===== src/sv/twc_pkg.sv =====
`timescale 1ns / 1ps
// ----------------------------------------------------------------------------
// twc_pkg
// Shared constants and types of the triangle window clipper.
// ----------------------------------------------------------------------------
package twc_pkg;

  localparam int FRAC_BITS = 8;
  localparam int COORD_W   = 20;
  localparam int CFG_W     = 13;
  localparam int MAX_VERTS = 7;
  localparam int VBUF      = 8;
  localparam int IDX_W     = $clog2(VBUF);
  localparam int CNT_W     = $clog2(MAX_VERTS + 1);
  localparam int BOUND_W   = CFG_W + 1 + FRAC_BITS;
  localparam int CW        = ((COORD_W > BOUND_W) ? COORD_W : BOUND_W) + 3;

  localparam logic [1:0] REG_WIDTH  = 2'd0;
  localparam logic [1:0] REG_HEIGHT = 2'd1;

  typedef struct packed {
    logic signed [CW-1:0] x;
    logic signed [CW-1:0] y;
  } vtx_t;

  typedef struct packed {
    logic signed [COORD_W-1:0] cy;
    logic signed [COORD_W-1:0] cx;
    logic signed [COORD_W-1:0] by_coord;
    logic signed [COORD_W-1:0] bx;
    logic signed [COORD_W-1:0] ay;
    logic signed [COORD_W-1:0] ax;
  } tri_t;

  typedef struct packed {
    logic                 start;
    logic signed [CW-1:0] a;
    logic signed [CW-1:0] b;
    logic signed [CW-1:0] d;
  } div_req_t;

endpackage


===== src/sv/triangle_window_clipper.sv =====
`timescale 1ns / 1ps
// ----------------------------------------------------------------------------
// triangle_window_clipper
// Clips one triangle per item to the window and streams the polygon vertices.
// ----------------------------------------------------------------------------
// Sequence: each pass has a setup state, then each vertex is read and stepped;
//   an edge crossing adds a serial multiply and divide, and an entering edge
//   adds one more push of the vertex itself.
// Throughput: one triangle in the engine; a queued one starts the cycle after the
//   last vertex is issued. A two-entry queue keeps accepting meanwhile until full.
// Reset: queue and engine go empty, width 640 and height 480.
module triangle_window_clipper (
  input  logic                 clk,
  input  logic                 rst,
  input  logic                 s_axis_tvalid,
  output logic                 s_axis_tready,
  input  logic [6*twc_pkg::COORD_W-1:0] s_axis_tdata, // ax, ay, bx, by_coord, cx, cy
  input  logic                 s_axis_tuser,          // hidden
  output logic                 m_axis_tvalid,
  input  logic                 m_axis_tready,
  output logic [2*twc_pkg::COORD_W-1:0] m_axis_tdata, // vertex_x, vertex_y
  output logic                 m_axis_tlast,
  input  logic                 cfg_valid,
  output logic                 cfg_ready,
  input  logic [1:0]           cfg_index,
  input  logic [twc_pkg::CFG_W-1:0] cfg_data
);
  import twc_pkg::*;

  logic [CFG_W-1:0] window_width;
  logic [CFG_W-1:0] window_height;
  logic             q_valid;
  tri_t             q_tri;
  logic             q_pop;

  assign cfg_ready = 1'b1;

  always_ff @(posedge clk) begin
    if (rst) begin
      window_width  <= CFG_W'(640);
      window_height <= CFG_W'(480);
    end else if (cfg_valid) begin
      if (cfg_index == REG_WIDTH) begin
        window_width <= cfg_data;
      end else if (cfg_index == REG_HEIGHT) begin
        window_height <= cfg_data;
      end
    end
  end

  twc_front u_front (
    .clk           (clk),
    .rst           (rst),
    .s_axis_tvalid (s_axis_tvalid),
    .s_axis_tready (s_axis_tready),
    .s_axis_tdata  (tri_t'(s_axis_tdata)),
    .s_axis_tuser  (s_axis_tuser),
    .q_valid       (q_valid),
    .q_tri         (q_tri),
    .q_pop         (q_pop)
  );

  twc_clip u_clip (
    .clk           (clk),
    .rst           (rst),
    .q_valid       (q_valid),
    .q_tri         (q_tri),
    .q_pop         (q_pop),
    .window_width  (window_width),
    .window_height (window_height),
    .m_axis_tvalid (m_axis_tvalid),
    .m_axis_tready (m_axis_tready),
    .m_axis_tdata  (m_axis_tdata),
    .m_axis_tlast  (m_axis_tlast)
  );

endmodule


===== src/sv/twc_front.sv =====
`timescale 1ns / 1ps
// ----------------------------------------------------------------------------
// twc_front
// Accepts triangles, drops hidden ones, queues the rest for the clip engine.
// ----------------------------------------------------------------------------
module twc_front (
  input  logic          clk,
  input  logic          rst,
  input  logic          s_axis_tvalid,
  output logic          s_axis_tready,
  input  twc_pkg::tri_t s_axis_tdata,
  input  logic          s_axis_tuser,
  output logic          q_valid,
  output twc_pkg::tri_t q_tri,
  input  logic          q_pop
);
  import twc_pkg::*;

  tri_t       mem [2];
  logic       wr_ptr;
  logic       rd_ptr;
  logic [1:0] count;
  logic       push;

  assign s_axis_tready = (count != 2'd2);
  assign push          = s_axis_tvalid && s_axis_tready && !s_axis_tuser;
  assign q_valid       = (count != 2'd0);
  assign q_tri         = mem[rd_ptr];

  always_ff @(posedge clk) begin
    if (push) begin
      mem[wr_ptr] <= s_axis_tdata;
    end
  end

  always_ff @(posedge clk) begin
    if (rst) begin
      wr_ptr <= 1'b0;
      rd_ptr <= 1'b0;
      count  <= 2'd0;
    end else begin
      if (push) begin
        wr_ptr <= ~wr_ptr;
      end
      if (q_pop) begin
        rd_ptr <= ~rd_ptr;
      end
      count <= count + {1'b0, push} - {1'b0, q_pop};
    end
  end

endmodule


===== src/sv/twc_div.sv =====
`timescale 1ns / 1ps
// ----------------------------------------------------------------------------
// twc_div
// Serial multiply then restoring divide: trunc(a * b / d), zero when d is 0.
// ----------------------------------------------------------------------------
module twc_div (
  input  logic              clk,
  input  logic              rst,
  input  twc_pkg::div_req_t req,
  output logic              done,
  output logic signed [twc_pkg::CW-1:0] quot
);
  import twc_pkg::*;

  localparam logic [1:0] ST_IDLE = 2'd0;
  localparam logic [1:0] ST_MUL  = 2'd1;
  localparam logic [1:0] ST_DIV  = 2'd2;
  localparam logic [1:0] ST_FIN  = 2'd3;
  localparam int         CNT_BW  = $clog2(2 * CW);

  logic [1:0]        st;
  logic [2*CW-1:0]   ma;
  logic [CW-1:0]     mb;
  logic [CW-1:0]     md;
  logic [2*CW-1:0]   acc;
  logic [CW-1:0]     rem;
  logic [CNT_BW-1:0] cnt;
  logic              neg;
  logic              zden;
  logic [CW:0]       trial;
  logic [CW-1:0]     qmag;

  function automatic logic [CW-1:0] mag(input logic signed [CW-1:0] v);
    return v[CW-1] ? CW'(-v) : CW'(v);
  endfunction

  assign trial = {rem, acc[2*CW-1]};
  assign qmag  = acc[CW-1:0];
  assign done  = (st == ST_FIN);
  assign quot  = zden ? '0 : (neg ? $signed(CW'(-qmag)) : $signed(qmag));

  always_ff @(posedge clk) begin
    if (rst) begin
      st <= ST_IDLE;
    end else begin
      case (st)
        ST_IDLE: begin
          if (req.start) begin
            st   <= ST_MUL;
            ma   <= {{CW{1'b0}}, mag(req.a)};
            mb   <= mag(req.b);
            md   <= mag(req.d);
            neg  <= req.a[CW-1] ^ req.b[CW-1] ^ req.d[CW-1];
            zden <= (req.d == '0);
            acc  <= '0;
            cnt  <= '0;
          end
        end
        ST_MUL: begin
          if (mb[0]) begin
            acc <= acc + ma;
          end
          ma  <= ma << 1;
          mb  <= mb >> 1;
          cnt <= cnt + 1'b1;
          if (cnt == CNT_BW'(CW - 1)) begin
            st  <= ST_DIV;
            cnt <= '0;
            rem <= '0;
          end
        end
        ST_DIV: begin
          if (trial >= {1'b0, md}) begin
            rem <= CW'(trial - {1'b0, md});
            acc <= {acc[2*CW-2:0], 1'b1};
          end else begin
            rem <= trial[CW-1:0];
            acc <= {acc[2*CW-2:0], 1'b0};
          end
          cnt <= cnt + 1'b1;
          if (cnt == CNT_BW'(2 * CW - 1)) begin
            st <= ST_FIN;
          end
        end
        default: begin
          st <= ST_IDLE;
        end
      endcase
    end
  end

endmodule


===== src/sv/twc_clip.sv =====
`timescale 1ns / 1ps
// ----------------------------------------------------------------------------
// twc_clip
// Four Sutherland-Hodgman passes with rotation, then vertex output.
// ----------------------------------------------------------------------------
module twc_clip (
  input  logic                      clk,
  input  logic                      rst,
  input  logic                      q_valid,
  input  twc_pkg::tri_t             q_tri,
  output logic                      q_pop,
  input  logic [twc_pkg::CFG_W-1:0] window_width,
  input  logic [twc_pkg::CFG_W-1:0] window_height,
  output logic                      m_axis_tvalid,
  input  logic                      m_axis_tready,
  output logic [2*twc_pkg::COORD_W-1:0] m_axis_tdata,
  output logic                      m_axis_tlast
);
  import twc_pkg::*;

  localparam logic [2:0] ST_IDLE  = 3'd0;
  localparam logic [2:0] ST_START = 3'd1;
  localparam logic [2:0] ST_READ  = 3'd2;
  localparam logic [2:0] ST_WAIT  = 3'd3;
  localparam logic [2:0] ST_PUSHP = 3'd4;
  localparam logic [2:0] ST_STEP  = 3'd5;
  localparam logic [2:0] ST_EMIT  = 3'd6;

  logic [2:0]       st;
  vtx_t             buf_a [VBUF];
  vtx_t             buf_b [VBUF];
  logic [CNT_W-1:0] n;
  logic [CNT_W-1:0] cnt;
  logic [IDX_W-1:0] idx;
  logic [1:0]       pass;
  vtx_t             s;
  vtx_t             p;
  logic             p_in_r;
  vtx_t             src_v;
  logic signed [CW-1:0] bound;
  logic [CFG_W-1:0] wsel;
  logic             p_in;
  logic             s_in;
  div_req_t         dreq;
  logic             ddone;
  logic signed [CW-1:0] dquot;
  logic             push;
  vtx_t             push_v;
  logic             out_free;
  logic             emit_fire;
  vtx_t             emit_v;

  assign wsel  = pass[0] ? window_height : window_width;
  assign bound = pass[1] ? $signed((CW'(1) - CW'(wsel)) << FRAC_BITS)
                         : $signed(CW'(1) << FRAC_BITS);
  assign src_v = pass[0] ? buf_b[idx] : buf_a[idx];
  assign p_in  = (src_v.x >= bound);
  assign s_in  = (s.x >= bound);
  assign emit_v = buf_a[idx];
  assign out_free = !m_axis_tvalid || m_axis_tready;
  assign emit_fire = (st == ST_EMIT) && (n != '0) && out_free;
  assign q_pop = (st == ST_IDLE) && q_valid;

  assign dreq.start = (st == ST_READ) && (p_in != s_in);
  assign dreq.a     = bound - s.x;
  assign dreq.b     = src_v.y - s.y;
  assign dreq.d     = src_v.x - s.x;

  twc_div u_div (
    .clk  (clk),
    .rst  (rst),
    .req  (dreq),
    .done (ddone),
    .quot (dquot)
  );

  always_comb begin
    push   = 1'b0;
    push_v = p;
    case (st)
      ST_READ: begin
        push   = p_in && s_in;
        push_v = src_v;
      end
      ST_WAIT: begin
        push     = ddone;
        push_v.x = bound;
        push_v.y = s.y + dquot;
      end
      ST_PUSHP: begin
        push = 1'b1;
      end
      default: begin
        push = 1'b0;
      end
    endcase
  end

  always_ff @(posedge clk) begin
    if (push && cnt < CNT_W'(MAX_VERTS)) begin
      if (pass[0]) begin
        buf_a[cnt[IDX_W-1:0]] <= '{x: push_v.y, y: -push_v.x};
      end else begin
        buf_b[cnt[IDX_W-1:0]] <= '{x: push_v.y, y: -push_v.x};
      end
    end else if (q_pop) begin
      buf_a[0] <= '{x: CW'(q_tri.ax), y: CW'(q_tri.ay)};
      buf_a[1] <= '{x: CW'(q_tri.bx), y: CW'(q_tri.by_coord)};
      buf_a[2] <= '{x: CW'(q_tri.cx), y: CW'(q_tri.cy)};
    end
  end

  always_ff @(posedge clk) begin
    if (rst) begin
      st            <= ST_IDLE;
      m_axis_tvalid <= 1'b0;
      n             <= '0;
      cnt           <= '0;
      idx           <= '0;
      pass          <= '0;
    end else begin
      if (emit_fire) begin
        m_axis_tvalid <= 1'b1;
      end else if (m_axis_tready) begin
        m_axis_tvalid <= 1'b0;
      end
      if (push && cnt < CNT_W'(MAX_VERTS)) begin
        cnt <= cnt + 1'b1;
      end
      case (st)
        ST_IDLE: begin
          if (q_valid) begin
            n    <= CNT_W'(3);
            pass <= '0;
            st   <= ST_START;
          end
        end
        ST_START: begin
          cnt <= '0;
          if (n == '0) begin
            st <= ST_IDLE;
          end else begin
            idx <= '0;
            st  <= ST_READ;
          end
        end
        ST_READ: begin
          p      <= src_v;
          p_in_r <= p_in;
          if (p_in != s_in) begin
            st <= ST_WAIT;
          end else begin
            st <= ST_STEP;
          end
        end
        ST_WAIT: begin
          if (ddone) begin
            st <= p_in_r ? ST_PUSHP : ST_STEP;
          end
        end
        ST_PUSHP: begin
          st <= ST_STEP;
        end
        ST_STEP: begin
          s <= p;
          if (idx == IDX_W'(n - 1'b1)) begin
            n    <= cnt;
            idx  <= '0;
            pass <= pass + 1'b1;
            st   <= (pass == 2'd3) ? ST_EMIT : ST_START;
          end else begin
            idx <= idx + 1'b1;
            st  <= ST_READ;
          end
        end
        ST_EMIT: begin
          if (n == '0) begin
            st <= ST_IDLE;
          end else if (out_free) begin
            m_axis_tdata  <= {emit_v.y[COORD_W-1:0], emit_v.x[COORD_W-1:0]};
            m_axis_tlast  <= (idx == IDX_W'(n - 1'b1));
            if (idx == IDX_W'(n - 1'b1)) begin
              st <= ST_IDLE;
            end else begin
              idx <= idx + 1'b1;
            end
          end
        end
        default: begin
          st <= ST_IDLE;
        end
      endcase
      if (st == ST_START && n != '0) begin
        s <= pass[0] ? buf_b[IDX_W'(n - 1'b1)] : buf_a[IDX_W'(n - 1'b1)];
      end
    end
  end

endmodule


===== config.mk =====
export PLATFORM = sky130hd
export DESIGN_NAME = triangle_window_clipper
export DESIGN_NICKNAME = d
export VERILOG_FILES = /design/src/sv/twc_pkg.sv /design/src/sv/triangle_window_clipper.sv /design/src/sv/twc_front.sv /design/src/sv/twc_div.sv /design/src/sv/twc_clip.sv
export SDC_FILE = /design/constraint.sdc
export NUM_CORES = 2
export LEC_CHECK = 0
export BUFFER_PORTS_ARGS = -buffer_cell sky130_fd_sc_hd__buf_2
export CORE_ASPECT_RATIO = 1.75
export CORE_MARGIN = 2
export CORE_UTILIZATION = 60
export CTS_CLUSTER_DIAMETER = 30
export CTS_CLUSTER_SIZE = 14
export DETAILED_ROUTE_END_ITERATION = 8
export PLACE_DENSITY = 0.77
export SKIP_LAST_GASP = 1
export SLEW_MARGIN = 5
export SYNTH_ARGS = -nofsm -noshare
export SYNTH_HDL_FRONTEND = slang
export SYNTH_SLANG_ARGS = --single-unit

===== constraint.sdc =====
create_clock -name clk -period 29.5 [get_ports clk]
set_input_delay 2.95 -clock clk [delete_from_list [all_inputs] [get_ports clk]]
set_output_delay 2.95 -clock clk [all_outputs]
set_load 0.01 [all_outputs]

Word level (Yosys, flattened, before mapping)
Memories as Yosys holds them, arrays and structs flattened. A register that Yosys moved wholly into a read port is not among the register bits.
Index checks and enable logic that the tools add are counted.
{"block": "op_classes", "n_eq_ne": 29, "addsub": 19, "n_bitwise": 7, "order_cmp": 4, "n_reduce_logical": 42, "mux": 76}
{"op": "$mux W50", "n": 8}
{"op": "$mux W25", "n": 8}
{"op": "$pmux W50 S2", "n": 2}
{"op": "$pmux W50 S3", "n": 1}
{"op": "$neg A25 Y25", "n": 5}
{"op": "$pmux W25 S2", "n": 2}
{"op": "$sub A25 B25 Y25", "n": 4}
{"op": "$mux W3", "n": 20}
{"op": "$add A50 B50 Y50", "n": 1}
{"op": "$ge A25 B25 Y1", "n": 2}
{"op": "$reduce_or A50 Y1", "n": 1}
{"op": "$ge A26 B25 Y1", "n": 1}
{"op": "$add A25 B25 Y25", "n": 1}
{"op": "$logic_not A25 Y1", "n": 1}
{"op": "$mux W24", "n": 1}
{"op": "$pmux W3 S7", "n": 1}
{"op": "$reduce_and A3 Y1", "n": 7}
{"op": "$mux W1", "n": 18}
{"op": "$pmux W6 S3", "n": 1}
{"op": "$ne A2 B2 Y1 const B", "n": 7}
{"op": "$sub A1 B13 Y14 const A", "n": 1}
{"op": "$mux W13", "n": 1}
{"op": "$mux W2", "n": 6}
{"op": "$mux W6", "n": 2}
{"op": "other kinds (37)", "n": 75}
{"block": "word_totals", "output_inout_bits": 44, "inputBits": 141, "mem_bits_rw": 1040, "elab_cells": 208, "mem_count": 3, "ff_bits": 372}
{"memory": "u_clip.buf_a", "depth": 8, "word_bits": 50, "rd": 2, "rd_clocked_by_memory_dff": 1, "wr": 3, "line": "twc_clip.sv:30", "text": "vtx_t buf_a [VBUF];"}
{"memory": "u_clip.buf_b", "depth": 8, "word_bits": 50, "rd": 2, "rd_clocked_by_memory_dff": 1, "wr": 1, "line": "twc_clip.sv:31", "text": "vtx_t buf_b [VBUF];"}
{"memory": "u_front.mem", "depth": 2, "word_bits": 120, "rd": 1, "rd_clocked_by_memory_dff": 1, "wr": 1, "line": "twc_front.sv:19", "text": "tri_t mem [2];"}

Logic depth before layout (Yosys ltp)
{"block": "logic_depth", "depth_word": 11, "mapped_depth": 34, "depth_no_buf": 25}

Cells and area by module
A second synthesis with hierarchy kept.
{"block": "hier_totals", "hier_cells": 5256, "area_unflattened_um2": 74430.1}
{"module": "twc_clip", "seq_area_each_um2": 28647.5, "area_per_inst_um2": 50682.4, "n_inst": 1, "cells_per_inst": 3267}
{"module": "twc_div", "seq_area_each_um2": 5535.3, "area_per_inst_um2": 13735.7, "n_inst": 1, "cells_per_inst": 1484}
{"module": "twc_front", "seq_area_each_um2": 7307.0, "area_per_inst_um2": 8914.8, "n_inst": 1, "cells_per_inst": 397}
{"module": "triangle_window_clipper", "seq_area_each_um2": 520.5, "area_per_inst_um2": 1097.3, "n_inst": 1, "cells_per_inst": 108}

Worst setup path after synthesis
OpenSTA, ideal clock, no wires.
{"block": "synth_path", "path_type": "register to register", "from": "register u_clip.pass[0]", "to": "memory u_clip.buf_a[1][0] in the netlist's numbering, enable pin", "path_buffers": 9, "required_ps": 28967, "setup_ps": 533, "synth_period_minus_slack_ps": 10537, "setup_slack_ps": 18963, "path_stages_with_launch": 32, "arrival_time_ps": 10004, "path_cell_list": "dfxtp_1 buf_2 buf_2 buf_2 buf_2 buf_2 buf_2 clkbuf_1 clkbuf_1 clkbuf_1 mux2i_1 ha_1 inv_1 xnor2_1 and2_1 ha_1 a2111oi_0 a211oi_1 o32a_1 a21oi_1 o21bai_1 a21oi_1 o21a_1 o21ai_0 o21ai_0 ha_1 nand2_1 a21oi_1 a31oi_1 a31oi_1 nand3_1 o31ai_1"}
{"item": "start: declaration", "line": "twc_clip.sv:35", "text": "logic [1:0] pass;"}
{"item": "start signal: assignment", "line": "twc_clip.sv:169", "text": "pass <= pass + 1'b1;"}
{"item": "end: declaration", "line": "twc_clip.sv:30"}

==> flow_summary.toml <==
[run_status]
run_status = "complete, no violations"

[sta]
final_period_minus_worst_setup_slack_ns = 8.71
max_clock_freq_mhz = 115
min_period_over_period = 0.295
fin_tns_setup_ns = 0
worst_slack_ns = 20.79
max_slew.worst_pin.slew_ns = 1.39
setup_violations = 0
hold_viol_final = 0
maxSlewHeadroom = 0.0687
rsz0062_at_grt = "false"
timing.clock.skew_ns = 0.0804
drv_slew = 0

[logic_synthesis]
synth_enable_flop_cells = 1365
synth_compound_area_frac = 0.0845
yosysWarningCount = 0
syn-cell-area_mm2 = 0.0743
synth_cells = 5258
top_area_cell_type_share_of_the_netlist_area = 0.551
fraction_of_the_mapped_netlist_area_in_adder_cells = 0.0355
synth-seq-area-share = 0.565
synth_common_cells = "sky130_fd_sc_hd__edfxtp_1 (1,365), sky130_fd_sc_hd__mux4_2 (463), sky130_fd_sc_hd__nand2_1 (340), sky130_fd_sc_hd__a21oi_1 (313), sky130_fd_sc_hd__nor2_1 (266)"
synthXorXnorAreaFrac = 0.0319
netlist_top_cells_area = "sky130_fd_sc_hd__edfxtp_1 (55%), sky130_fd_sc_hd__mux4_2 (14%), sky130_fd_sc_hd__ha_1 (3.4%)"
ys_seq_elements = 1416
synthFlopType = "sky130_fd_sc_hd__edfxtp_1"
largest_family_of_logic_cells_by_synthesized_area = "multiplexers"
ys_types = 99
synth_top_cell_by_area = "sky130_fd_sc_hd__edfxtp_1"
post_synth_mux_area_share = 0.180
syn-mean-instance-area_um2 = 14.1
synth_simple_gate_area_frac = 0.0756
yosysMostFrequentCell = "sky130_fd_sc_hd__edfxtp_1"
asyncSetResetFlopFracSynth = 0

[clocking]
cts.repair_timing.setup_buffer_count = 0
cts_tree = "done"
cts.path.max_buffers = 3
cts_hold_repair.buffers = 0
cts-buffers-inserted = 179
insertion_delay_ns = 0.83
h-tree-depth = 4
clk_pin_slew_worst_setup_hold_paths_ns = 0.06
resized_cells_post_cts = 0
clk_root_buffer_cell = "sky130_fd_sc_hd__clkbuf_16"
numClockSinks = 1416

[route]
drc = 0
initialDrtViolationCount = 6312
drt_pre_antenna_iters = 9
num_vias = 50200
ant_nets = 0
wire_per_inst_um = 29.3
drt-total-wl_mm = 214
detail_route.vias_per_cell = 6.85

[worst_setup_path]
cp_data_required_time_ns = 30.13
worst_r2r_path_depth = 18
r2r_setup_slack_ns = 20.79
startpoint_type = "flop"
worstSetupEndpointType = "flop"
regToRegEndpoint = "u_clip.u_div.mb[19]"
critPathMaxFanout = 81
cp_data_arrival_time_ns = 9.34
worst-setup-path-type = "flop to flop"

[floorplanning]
coreArea_mm2 = 0.123
floorplan.die_area_mm2 = 0.127
die_h_um = 470
die_width_um = 270
start_util = 0.606
top_level_ports = 185
rows = 170

[hold_path]
hp-class = "flop to flop"
hold_path_end = "window_height[11]"
hold_crit_depth = 2
holdCritStartpoint = "window_height[11]"

[finish]
final_net_count = 5886
util_after_layout = 0.681
finish.cell_count_without_fillers = 7321
fraction_of_layout_instances_using_a_drive_strength_above_1 = 0.219
area.growth.synth_to_final_pct = 12.5

[pwr]
power.share.switching = 0.373
power_per_cell_area_mw_per_mm2 = 104
internal_power_mw = 5.47
peakVddDrop_uv = 122
total_power_mw = 8.73
clockPowerShare = 0.254
power.share.sequential = 0.331
net-switching-power_mw = 3.26
power.static_leakage_nw = 28.6
pwr-share-comb = 0.415

[global_routing]
grt_max_degree = 109
grt_overflow = 0
antenna_found_initial = 6
gr-usage-all-layers = 0.339
vias_in_the_first_global_route = 50900
wire_length_of_the_first_global_routing_pass_mm = 318

[placement]
placement.io_buffers = 183
dpl_worst_slack_ns = 20.79
hpwl_mm = 141
dpl.cell_count = 6990
routabilityCongestion = 0.975

[run]
max_cap_viol_count = 0
## worst max-delay path, stage by stage, from the launching register on
cell and delay [ns]:
sky130_fd_sc_hd__dfxtp_4 0.81, sky130_fd_sc_hd__buf_4 0.76, sky130_fd_sc_hd__buf_12 0.61, sky130_fd_sc_hd__buf_4 0.90, sky130_fd_sc_hd__mux4_2 0.60, sky130_fd_sc_hd__mux2_2 0.29, sky130_fd_sc_hd__o21ai_0 0.45, sky130_fd_sc_hd__ha_1 0.35
sky130_fd_sc_hd__fa_1 0.28, sky130_fd_sc_hd__nor2b_1 0.09, sky130_fd_sc_hd__o2111a_1 0.26, sky130_fd_sc_hd__o21a_1 0.28, sky130_fd_sc_hd__a211oi_1 0.61, sky130_fd_sc_hd__o21ai_1 0.22, sky130_fd_sc_hd__a311o_1 0.35, sky130_fd_sc_hd__a211o_1 0.54
sky130_fd_sc_hd__and2_1 0.37, sky130_fd_sc_hd__or3_1 0.40, sky130_fd_sc_hd__a31oi_1 0.18
## routing by layer
layer	vias to the layer above	share of wire	global-route usage
met2	3492	0.49	0.560
met1	24700	0.32	0.388
li1	21100	-	-
met5	-	0.00012	0
met3	864	0.10	0.0769
met4	4	0.086	0.245
## stage by stage
| step | hold WS, ns | instance area (um^2) |
|---|---|---|
| 2_1_floorplan | 0.433 | 74700 |
| 3_3_place_gp | 0.446 | 77500 |
| 3_5_place_dp | 0.454 | 77500 |
| 4_1_cts | 0.462 | 83600 |
| 5_1_grt | 0.480 | 83600 |
| 6_report | 0.458 | 83600 |
## kinds of logic (layout without fill, tap and decap cells)
group	Yosys count	count (layout)
other	2	104
muxes	745	745
and+or+nand+nor	1135	1135
AOI/OAI and AO/OA	990	990
buffers and inverters	494	821
xor gates and xnor gates	268	268
DFF	1416	1416
adders and majority gates	208	208
## power groups by stage
stage | Sequential, mW | Combinational, mW | Clock, mW
final | 2.89 | 3.62 | 2.22
after global placement | 2.89 | 3.42 | 0
after global routing | 2.90 | 3.85 | 2.31
after floorplan | 2.84 | 2.55 | 0
after detailed placement | 2.91 | 3.50 | 0
after CTS | 2.88 | 3.55 | 2.23
## registers in the layout, indices dropped and copies added (netlist names), 6 cells and up, named ones only
signal	cells
u_clip.buf_a	400
u_clip.buf_b	400
u_front.mem	240
u_clip.p	50
u_clip.s	50
u_clip.u_div.acc	50
u_clip.u_div.ma	50
u_clip.m_axis_tdata	40
u_clip.u_div.mb	25
u_clip.u_div.md	25
u_clip.u_div.rem	25
window_height	13
window_width	13
u_clip.u_div.cnt	6
## layout make-up
cell class,instances,area (um^2)
clock buffers,196,4590
diodes,3,7.51
repair buffers,278,1650
flip-flops and latches,1416,42000
fillers,8142,39100
clock inverters,132,1530
well taps,1634,2040
inverters,215,810
multi-input cells,3447,30900
## worst max path at each step
stage	startpoint	cells past startpoint	slack, ns	endpoint
after detailed placement	flop	18	20.79	u_clip.u_div.mb[17]
after CTS	flop	18	20.71	u_clip.u_div.mb[19]
final	flop	18	20.79	u_clip.u_div.mb[19]
after global routing	flop	18	20.13	u_clip.u_div.mb[17]
after floorplan	u_clip.pass[0]	31	18.96	u_clip.buf_a[1][0]
after global placement	flop	18	20.93	u_clip.u_div.mb[19]
## placed cells by master, fill, tap and decap left out, drive strengths merged, types with 19 or more instances in the layout
cell type and n:
dfxtp 51, a21oi 315, mux2 115, inv 262
nand2b 46, xnor2 164, nand4 37, o21bai 22
buf 278, a31oi 44, and2 52, o211ai 27
a22oi 35, a21o 70, a211oi 47, mux4 463
a21boi 19, nor3 65, or3 38, ha 203
edfxtp 1365, conb 101, nor2b 89, nand3 73
xor2 104, o21ai 216, mux2i 167, nor4 21
nand2 341, clkinv 58, clkbuf 196, and3 25
o21a 40, nor2 266
(Power assumes the default switching activity.)
